===== src/rtl/rrss_pkg.sv =====
// Shared types and constants for the round-robin sleep scheduler.
// Used by rrss_alu and round_robin_sleep_scheduler; no dependencies.
`default_nettype none
package rrss_pkg;

   localparam int MAX_SLOTS_DEF = 8;
   localparam int TIME_W        = 32;
   localparam int OP_W          = 2;
   localparam int STATUS_W      = 2;
   localparam int SLOT_W        = 3;

   localparam logic [OP_W-1:0] OP_CREATE = 2'd0;
   localparam logic [OP_W-1:0] OP_SLEEP  = 2'd1;
   localparam logic [OP_W-1:0] OP_PICK   = 2'd2;

   localparam logic [STATUS_W-1:0] ST_OK         = 2'd0;
   localparam logic [STATUS_W-1:0] ST_FULL       = 2'd1;
   localparam logic [STATUS_W-1:0] ST_NONE_READY = 2'd2;
   localparam logic [STATUS_W-1:0] ST_NOT_IN_USE = 2'd3;

   typedef enum logic [3:0] {
      S_IDLE = 4'b0001,
      S_WALK = 4'b0010,
      S_CMP  = 4'b0100,
      S_DONE = 4'b1000
   } state_type;

   typedef struct packed {
      logic [TIME_W-1:0] a;
      logic [TIME_W-1:0] b;
      logic              sub;
   } alu_req_type;

endpackage
`default_nettype wire


===== src/rtl/round_robin_sleep_scheduler.sv =====
// Round-robin thread scheduler with per-slot sleep timers.
// Depends on rrss_pkg and rrss_alu.
//
// One request beat is taken at a time; req_stall stays high until its result
// is parked for the output register. Create, sleep and unused codes go from
// idle straight to the done state. A pick visits slots in turn: a ready slot
// ends the walk, a sleeping one needs a wake-time memory read, then the due
// compare on the shared adder. The result register lets the next request
// enter while a result still waits on rsp_stall.
`default_nettype none
module round_robin_sleep_scheduler #(
   parameter int MAX_SLOTS = rrss_pkg::MAX_SLOTS_DEF
) (
   input  wire                               clock,
   input  wire                               reset,
   input  wire                               req_valid,
   output logic                              req_stall,
   input  wire [rrss_pkg::OP_W-1:0]          req_op,
   input  wire [rrss_pkg::TIME_W-1:0]        req_now_ms,
   input  wire [rrss_pkg::TIME_W-1:0]        req_sleep_ms,
   input  wire [rrss_pkg::SLOT_W-1:0]        req_thread_id,
   output logic                              rsp_valid,
   input  wire                               rsp_stall,
   output logic [rrss_pkg::STATUS_W-1:0]     rsp_status,
   output logic [rrss_pkg::SLOT_W-1:0]       rsp_thread_slot,
   output logic                              rsp_switch_request
);
   import rrss_pkg::*;

   localparam int IW = (MAX_SLOTS > 1) ? $clog2(MAX_SLOTS) : 1;
   localparam int CW = $clog2(MAX_SLOTS + 1);
   localparam int TW = (CW > SLOT_W) ? CW : SLOT_W;

   state_type              state_ff, state_in;
   logic [CW-1:0]          count_ff, count_in;
   logic [IW-1:0]          last_ff, last_in;
   logic                   none_ff, none_in;
   logic [CW-1:0]          visit_ff, visit_in;
   logic [TIME_W-1:0]      now_ff, now_in;
   logic [MAX_SLOTS-1:0]   sleep_ff, sleep_in;
   logic [STATUS_W-1:0]    res_status_ff, res_status_in;
   logic [IW-1:0]          res_slot_ff, res_slot_in;
   logic                   res_sw_ff, res_sw_in;
   logic                   rsp_valid_ff, rsp_valid_in;
   logic [STATUS_W-1:0]    rsp_status_ff;
   logic [SLOT_W-1:0]      rsp_slot_ff;
   logic                   rsp_sw_ff;

   logic [TIME_W-1:0]      wake_mem [MAX_SLOTS];
   logic [TIME_W-1:0]      rd_ff;
   logic                   mem_we;
   logic [IW-1:0]          mem_wa;
   logic [IW-1:0]          mem_ra;

   alu_req_type            alu_req;
   logic [TIME_W-1:0]      alu_sum;
   logic                   alu_carry;

   logic                   accept;
   logic                   load_out;
   logic [TW-1:0]          tid_w;
   logic [CW-1:0]          inc;
   logic [IW-1:0]          nidx;
   logic [TW-1:0]          res_slot_w;

   rrss_alu u_alu (
      .req   (alu_req),
      .sum   (alu_sum),
      .carry (alu_carry)
   );

   assign accept   = req_valid && !req_stall;
   assign req_stall = (state_ff != S_IDLE);
   assign load_out = (state_ff == S_DONE) && (!rsp_valid_ff || !rsp_stall);
   assign tid_w    = TW'(req_thread_id);
   assign inc      = CW'(last_ff) + CW'(1);
   assign nidx     = (none_ff || inc >= count_ff) ? '0 : inc[IW-1:0];
   assign res_slot_w = TW'(res_slot_ff);

   always_comb begin
      alu_req.sub = (state_ff != S_IDLE);
      alu_req.a   = (state_ff == S_IDLE) ? req_now_ms : now_ff;
      alu_req.b   = (state_ff == S_IDLE) ? req_sleep_ms : rd_ff;
   end

   always_comb begin
      state_in      = state_ff;
      count_in      = count_ff;
      last_in       = last_ff;
      none_in       = none_ff;
      visit_in      = visit_ff;
      now_in        = now_ff;
      sleep_in      = sleep_ff;
      res_status_in = res_status_ff;
      res_slot_in   = res_slot_ff;
      res_sw_in     = res_sw_ff;
      mem_we        = 1'b0;
      mem_wa        = tid_w[IW-1:0];
      mem_ra        = nidx;
      case (state_ff)
         S_IDLE: begin
            if (accept) begin
               now_in        = req_now_ms;
               visit_in      = '0;
               res_status_in = ST_OK;
               res_slot_in   = '0;
               res_sw_in     = 1'b0;
               state_in      = S_DONE;
               case (req_op)
                  OP_CREATE: begin
                     if (count_ff >= CW'(MAX_SLOTS)) begin
                        res_status_in = ST_FULL;
                     end else begin
                        sleep_in[count_ff[IW-1:0]] = 1'b0;
                        count_in    = count_ff + CW'(1);
                        res_slot_in = count_ff[IW-1:0];
                     end
                  end
                  OP_SLEEP: begin
                     if (tid_w >= TW'(count_ff)) begin
                        res_status_in = ST_NOT_IN_USE;
                     end else begin
                        mem_we                  = 1'b1;
                        sleep_in[tid_w[IW-1:0]] = 1'b1;
                        res_sw_in               = 1'b1;
                     end
                  end
                  OP_PICK: begin
                     if (count_ff == '0) begin
                        res_status_in = ST_NONE_READY;
                     end else begin
                        state_in = S_WALK;
                     end
                  end
                  default: begin
                  end
               endcase
            end
         end
         S_WALK: begin
            last_in  = nidx;
            none_in  = 1'b0;
            visit_in = visit_ff + CW'(1);
            if (!sleep_ff[nidx]) begin
               res_slot_in = nidx;
               state_in    = S_DONE;
            end else begin
               state_in = S_CMP;
            end
         end
         S_CMP: begin
            if (alu_carry) begin
               sleep_in[last_ff] = 1'b0;
               res_slot_in       = last_ff;
               state_in          = S_DONE;
            end else if (visit_ff == count_ff) begin
               res_status_in = ST_NONE_READY;
               state_in      = S_DONE;
            end else begin
               state_in = S_WALK;
            end
         end
         S_DONE: begin
            if (load_out) begin
               state_in = S_IDLE;
            end
         end
         default: begin
            state_in = S_IDLE;
         end
      endcase
   end

   always_comb begin
      rsp_valid_in = rsp_valid_ff;
      if (load_out) begin
         rsp_valid_in = 1'b1;
      end else if (rsp_valid_ff && !rsp_stall) begin
         rsp_valid_in = 1'b0;
      end
   end

   always_ff @(posedge clock) begin
      if (reset) begin
         state_ff     <= S_IDLE;
         count_ff     <= '0;
         last_ff      <= '0;
         none_ff      <= 1'b1;
         rsp_valid_ff <= 1'b0;
      end else begin
         state_ff     <= state_in;
         count_ff     <= count_in;
         last_ff      <= last_in;
         none_ff      <= none_in;
         rsp_valid_ff <= rsp_valid_in;
      end
   end

   always_ff @(posedge clock) begin
      visit_ff      <= visit_in;
      now_ff        <= now_in;
      sleep_ff      <= sleep_in;
      res_status_ff <= res_status_in;
      res_slot_ff   <= res_slot_in;
      res_sw_ff     <= res_sw_in;
      if (load_out) begin
         rsp_status_ff <= res_status_ff;
         rsp_slot_ff   <= res_slot_w[SLOT_W-1:0];
         rsp_sw_ff     <= res_sw_ff;
      end
   end

   always_ff @(posedge clock) begin
      if (mem_we) begin
         wake_mem[mem_wa] <= alu_sum;
      end
      rd_ff <= wake_mem[mem_ra];
   end

   assign rsp_valid          = rsp_valid_ff;
   assign rsp_status         = rsp_status_ff;
   assign rsp_thread_slot    = rsp_slot_ff;
   assign rsp_switch_request = rsp_sw_ff;

   a_count_bound: assert property (@(posedge clock) disable iff (reset)
      count_ff <= CW'(MAX_SLOTS))
      else $error("slot count beyond table size");

   a_cmp_sleeper: assert property (@(posedge clock) disable iff (reset)
      (state_ff == S_CMP) |-> sleep_ff[last_ff])
      else $error("due compare on a slot that is not sleeping");

   a_walk_from_pick: assert property (@(posedge clock) disable iff (reset)
      (state_ff == S_WALK && $past(state_ff) == S_IDLE) |-> (count_ff != '0))
      else $error("walk started on an empty table");

   a_rsp_fields: assert property (@(posedge clock) disable iff (reset)
      (rsp_valid && (rsp_switch_request || rsp_status != ST_OK)) |-> (rsp_thread_slot == '0))
      else $error("slot field set on a sleep or failed beat");

endmodule
`default_nettype wire


===== src/rtl/rrss_alu.sv =====
// Shared 32-bit add/subtract unit: wake-time sum and due compare.
// Depends on rrss_pkg.
`default_nettype none
module rrss_alu (
   input  var rrss_pkg::alu_req_type            req,
   output logic [rrss_pkg::TIME_W-1:0]          sum,
   output logic                                 carry
);
   import rrss_pkg::*;

   logic [TIME_W:0] total;

   assign total = {1'b0, req.a} + {1'b0, req.b ^ {TIME_W{req.sub}}} + (TIME_W+1)'(req.sub);
   assign sum   = total[TIME_W-1:0];
   assign carry = total[TIME_W];

endmodule
`default_nettype wire


===== config.mk =====
export PLATFORM = sky130hd
export DESIGN_NAME = round_robin_sleep_scheduler
export DESIGN_NICKNAME = d
export VERILOG_FILES = /design/src/rtl/rrss_pkg.sv /design/src/rtl/round_robin_sleep_scheduler.sv /design/src/rtl/rrss_alu.sv
export SDC_FILE = /design/constraint.sdc
export NUM_CORES = 1
export LEC_CHECK = 0
export BUFFER_PORTS_ARGS = -buffer_cell sky130_fd_sc_hd__buf_2
export CAP_MARGIN = 10
export CORE_ASPECT_RATIO = 1.25
export CORE_MARGIN = 2
export CORE_UTILIZATION = 66
export CTS_CLUSTER_DIAMETER = 200
export DETAILED_ROUTE_END_ITERATION = 10
export GPL_ROUTABILITY_DRIVEN = 0
export PLACE_DENSITY_LB_ADDON = 0.08
export SYNTH_ARGS = -nofsm -noshare
export SYNTH_HDL_FRONTEND = slang
export SYNTH_SLANG_ARGS = --single-unit

===== constraint.sdc =====
create_clock -name clock -period 6.76 [get_ports clock]
set_input_delay 1.014 -clock clock [delete_from_list [all_inputs] [get_ports clock]]
set_output_delay 1.014 -clock clock [all_outputs]
set_load 0.05 [all_outputs]

==> summary.txt <==
Floorplanning
  – Die extent in x: 144.0 um
  – Die area: approximately 26000 um2
  – Die H: about 180 um
  – Core Box Area: 24260 um2
  – Initial Util: between 60 and 70%
  – # rows: 64
  – # IOs: 81

Critical path
  – Arr. time, crit path: 4.92 ns
  – Critical Path RT: 6.87 ns
  – Critical path capture point type: flop
  – R2R cell count: 14
  – Cell family with most CP delay: compound AO/OA/AOI/OAI gates
  – Crit-path cells: nor4b_4 -> clkinv_2 -> buf_4 -> nor2_1 -> a21oi_1 -> ha_1 -> o211ai_1 -> o211ai_1 -> a221oi_1 -> a211o_1 -> a211oi_1 -> o21ai_0 -> nor2b_1 -> o21ai_0
  – Largest stage delay, worst path: 0.84 ns
  – CP Buf/Inv Count: 2
  – CP max FO: 57
  – Worst path slowest cell: o21ai_0
  – CP Launch Type: flop
  – CP Class: flop to flop
  – Crit path depth: 14

Logic synthesis
  – Ys flop type: edfxtp_1
  – Seq/Total Area, Yosys: 63.56%
  – Syn nets: 1576
  – Area share of the largest cell type after synthesis: 57.98%
  – Gate Count Post-Synth: 1460
  – Post-synth EDFFs: 312
  – Netlist cell types: 55
  – Synth area leaders: edfxtp_1 (58%), dfxtp_1 (5.6%), nor2_1 (4.8%), nand2_1 (4.5%), o21ai_0 (3.7%)
  – Post-synth ARST share: 0%
  – Ys Warns: 0
  – Syn Std Cell Area: 16160 um2
  – Cell type with the highest aggregate area in the netlist: edfxtp_1
  – Synthesized area per cell: 11.07 um2
  – Yosys reg bits: around 360

Power
  – P per Cell Area: about 380 nW/um2
  – Combinational power share: a little over a quarter
  – Sw Share: between 30% and 40%
  – P_leak: roughly 6.6 nW
  – Max IR drop VDD: 0.2541 mV
  – Sequential power share: 45.5%
  – Switching power: ~0.0021 W
  – Clock power share: 28.1%
  – Internal power: 0.004771 W

Routing
  – Pre-antenna DRT Iters: 7
  – Met2 routed WL: about 19 mm
  – DR vias/cell: 6.147
  – Routed Wire Length: 37.50 mm
  – Antenna Nets Post-Route: 0
  – DR vias: 11.47k
  – DRC Markers: 0
  – Met1 Wirelength: between 10 and 15 mm
  – Wire length per cell: 20.10 um
  – Top Layer Used: met4
  – Iteration-0 DRC Markers: 1041
  – Met3 wire length: approximately 2.7 mm

CTS
  – Root Driver: clkbuf_16
  – TritonCTS clock tree: done
  – Worst-skew pair later-pin latency: 0.51 ns
  – Hold Buf Count CTS: 0
  – Post-CTS resize count: 0
  – CTS max path bufs: 3
  – H-tree depth: 2
  – Reg clk slew, reported paths: approximately 0.060 ns
  – CTS buffer count: 34
  – Post-CTS Setup Bufs: 0
  – Clk sinks: 357

STA
  – Crit share post-route: 71.11%
  – Fin crit period: ~4.8 ns
  – Slew Viols, Final: 0
  – Hold Vio Cnt, Final: 0
  – Setup TNS: 0 ns
  – Unrepaired setup endpoints after global routing: false
  – Max-slew headroom: 28.06%
  – Fin worst setup slack: 1.953 ns
  – Worst-margin pin slew: ~1.1 ns
  – Fmax: 0.2080 GHz
  – Setup-failing EPs final: 0
  – Layout Skew: 0.02216 ns

Place
  – Dpl cell area: about 17000 um2
  – Port bufs: 80
  – Post-placement setup slack: 2.018 ns
  – Detailed placement HPWL: about 21 mm

GRT
  – Initial antenna violation count: 0
  – Overflow after GRT: 0
  – Gr usage total: 29.82%
  – First-pass GRT wire length: 57.95 mm
  – Maximum number of pins on one net before global-route repair: 105
  – Vias in the first global route: approximately 11k

Hold path
  – Hold path depth: 0
  – HP Class: flop to flop

Finish
  – Core Util, Final: 74.29%
  – # fillers: 1634
  – N_diodes: 0
  – Ratio of cells with drive above 1 in the final layout: roughly 12%
  – Final net count: 1627
  – P&R area growth vs syn: 11.55%
  – Finished layout cell area: 18020 um2

Status
  – Status: completed

Flow run
  – Max Cap Viol: 0
## through the flow
stage	std cells	total power, W	hold WS [ns]
finish	1866	0.006828	0.4189
global route	1866	0.007127	0.4328
CTS	1866	0.006832	0.4201
detailed placement	1805	0.004916	0.4056
global placement	1805	0.004857	0.4018
floorplan	1460	0.004435	0.4003
## cells in the mapped netlist, types with 9 or more instances
cell type	instances
edfxtp_1	312
nor2_1	205
nand2_1	193
o21ai_0	118
a21oi_1	115
clkbuf_1	72
or3_1	69
dfxtp_1	45
ha_1	42
nand3_1	42
o211ai_1	36
xnor2_1	20
inv_1	19
a21o_1	18
xor2_1	17
nor3_1	16
buf_1	12
a211oi_1	9
## flip-flops by register name (all words and copies together) (netlist names)
signal / cells
none_ff: 1
count_ff: 4
visit_ff: 4
state_ff: 4
res_status_ff: 2
rd_ff: 32
rsp_status: 2
wake_mem: 256
res_sw_ff: 1
res_slot_ff: 3
now_ff: 32
rsp_thread_slot: 3
sleep_ff: 8
rsp_switch_request: 1
rsp_valid: 1
last_ff: 3
## worst paths after layout
path	start	to	slack, ns
worst max-delay path	state_ff[3]	sleep_ff[6]	1.95
worst min-delay path	res_status_ff[0]	rsp_status[0]	0.42
worst max register to register	state_ff[3]	sleep_ff[6]	1.95
worst min register to register	res_status_ff[0]	rsp_status[0]	0.42
## power by group through the flow
| stage | Sequential [W] | Combinational [W] | Clock, W |
|---|---|---|---|
| 2_1_floorplan | 0.00315 | 0.00129 | 0 |
| 3_5_place_dp | 0.00315 | 0.00176 | 0 |
| 6_report | 0.00311 | 0.00180 | 0.00192 |
| 3_3_place_gp | 0.00315 | 0.00171 | 0 |
| 5_1_grt | 0.00311 | 0.00200 | 0.00202 |
| 4_1_cts | 0.00311 | 0.00179 | 0.00194 |
## cells by family (layout without fill, tap and decap cells)
kind of cell,count (synthesis),count (layout),share of synthesized area [%]
and+or+nand+nor,568,568,15.62
DFF,357,357,63.56
AOI/OAI and AO/OA,346,346,12.71
buffers and inverters,104,180,2.416
adders and majority gates,43,43,3.376
xor gates and xnor gates,37,37,2.006
muxes,5,5,0.3175
## final cells by class
cell class / count / area [um2] / area share (%)
flip-flops and latches: 357 / 10270 / 56.98
multi-input cells: 999 / 5593 / 31.03
clock buffers: 49 / 958.4 / 5.317
repair buffers: 99 / 543.0 / 3.013
well taps: 330 / 412.9 / 2.291
clock inverters: 12 / 170.2 / 0.9440
inverters: 20 / 76.32 / 0.4234
## per-layer routing
layer  vias up  GRT usage (%)
li1       5411              -
met1      5472          37.27
met2       481          51.67
met5         -              0
met4         0          13.64
met3       106          4.193
## cell usage in the layout (no fill, tap or decap), types with 5 or more instances in the layout
cell type	n
a211oi_1	9
dfxtp_1	44
xor2_1	17
a21oi_1	115
o211ai_1	36
a31oi_1	6
nor2b_1	6
buf_4	19
a21o_1	18
ha_1	42
clkbuf_16	35
o21a_1	5
nand2b_1	8
nor3_1	14
o21bai_1	6
o21ai_0	117
and3_1	6
nand2_1	191
buf_2	80
inv_1	17
nor2_4	7
nand3_1	42
edfxtp_1	312
a221oi_1	6
xnor2_1	20
nor2_1	198
clkbuf_1	11
or3_1	69
Note: power is estimated with default switching activity, not from simulation.
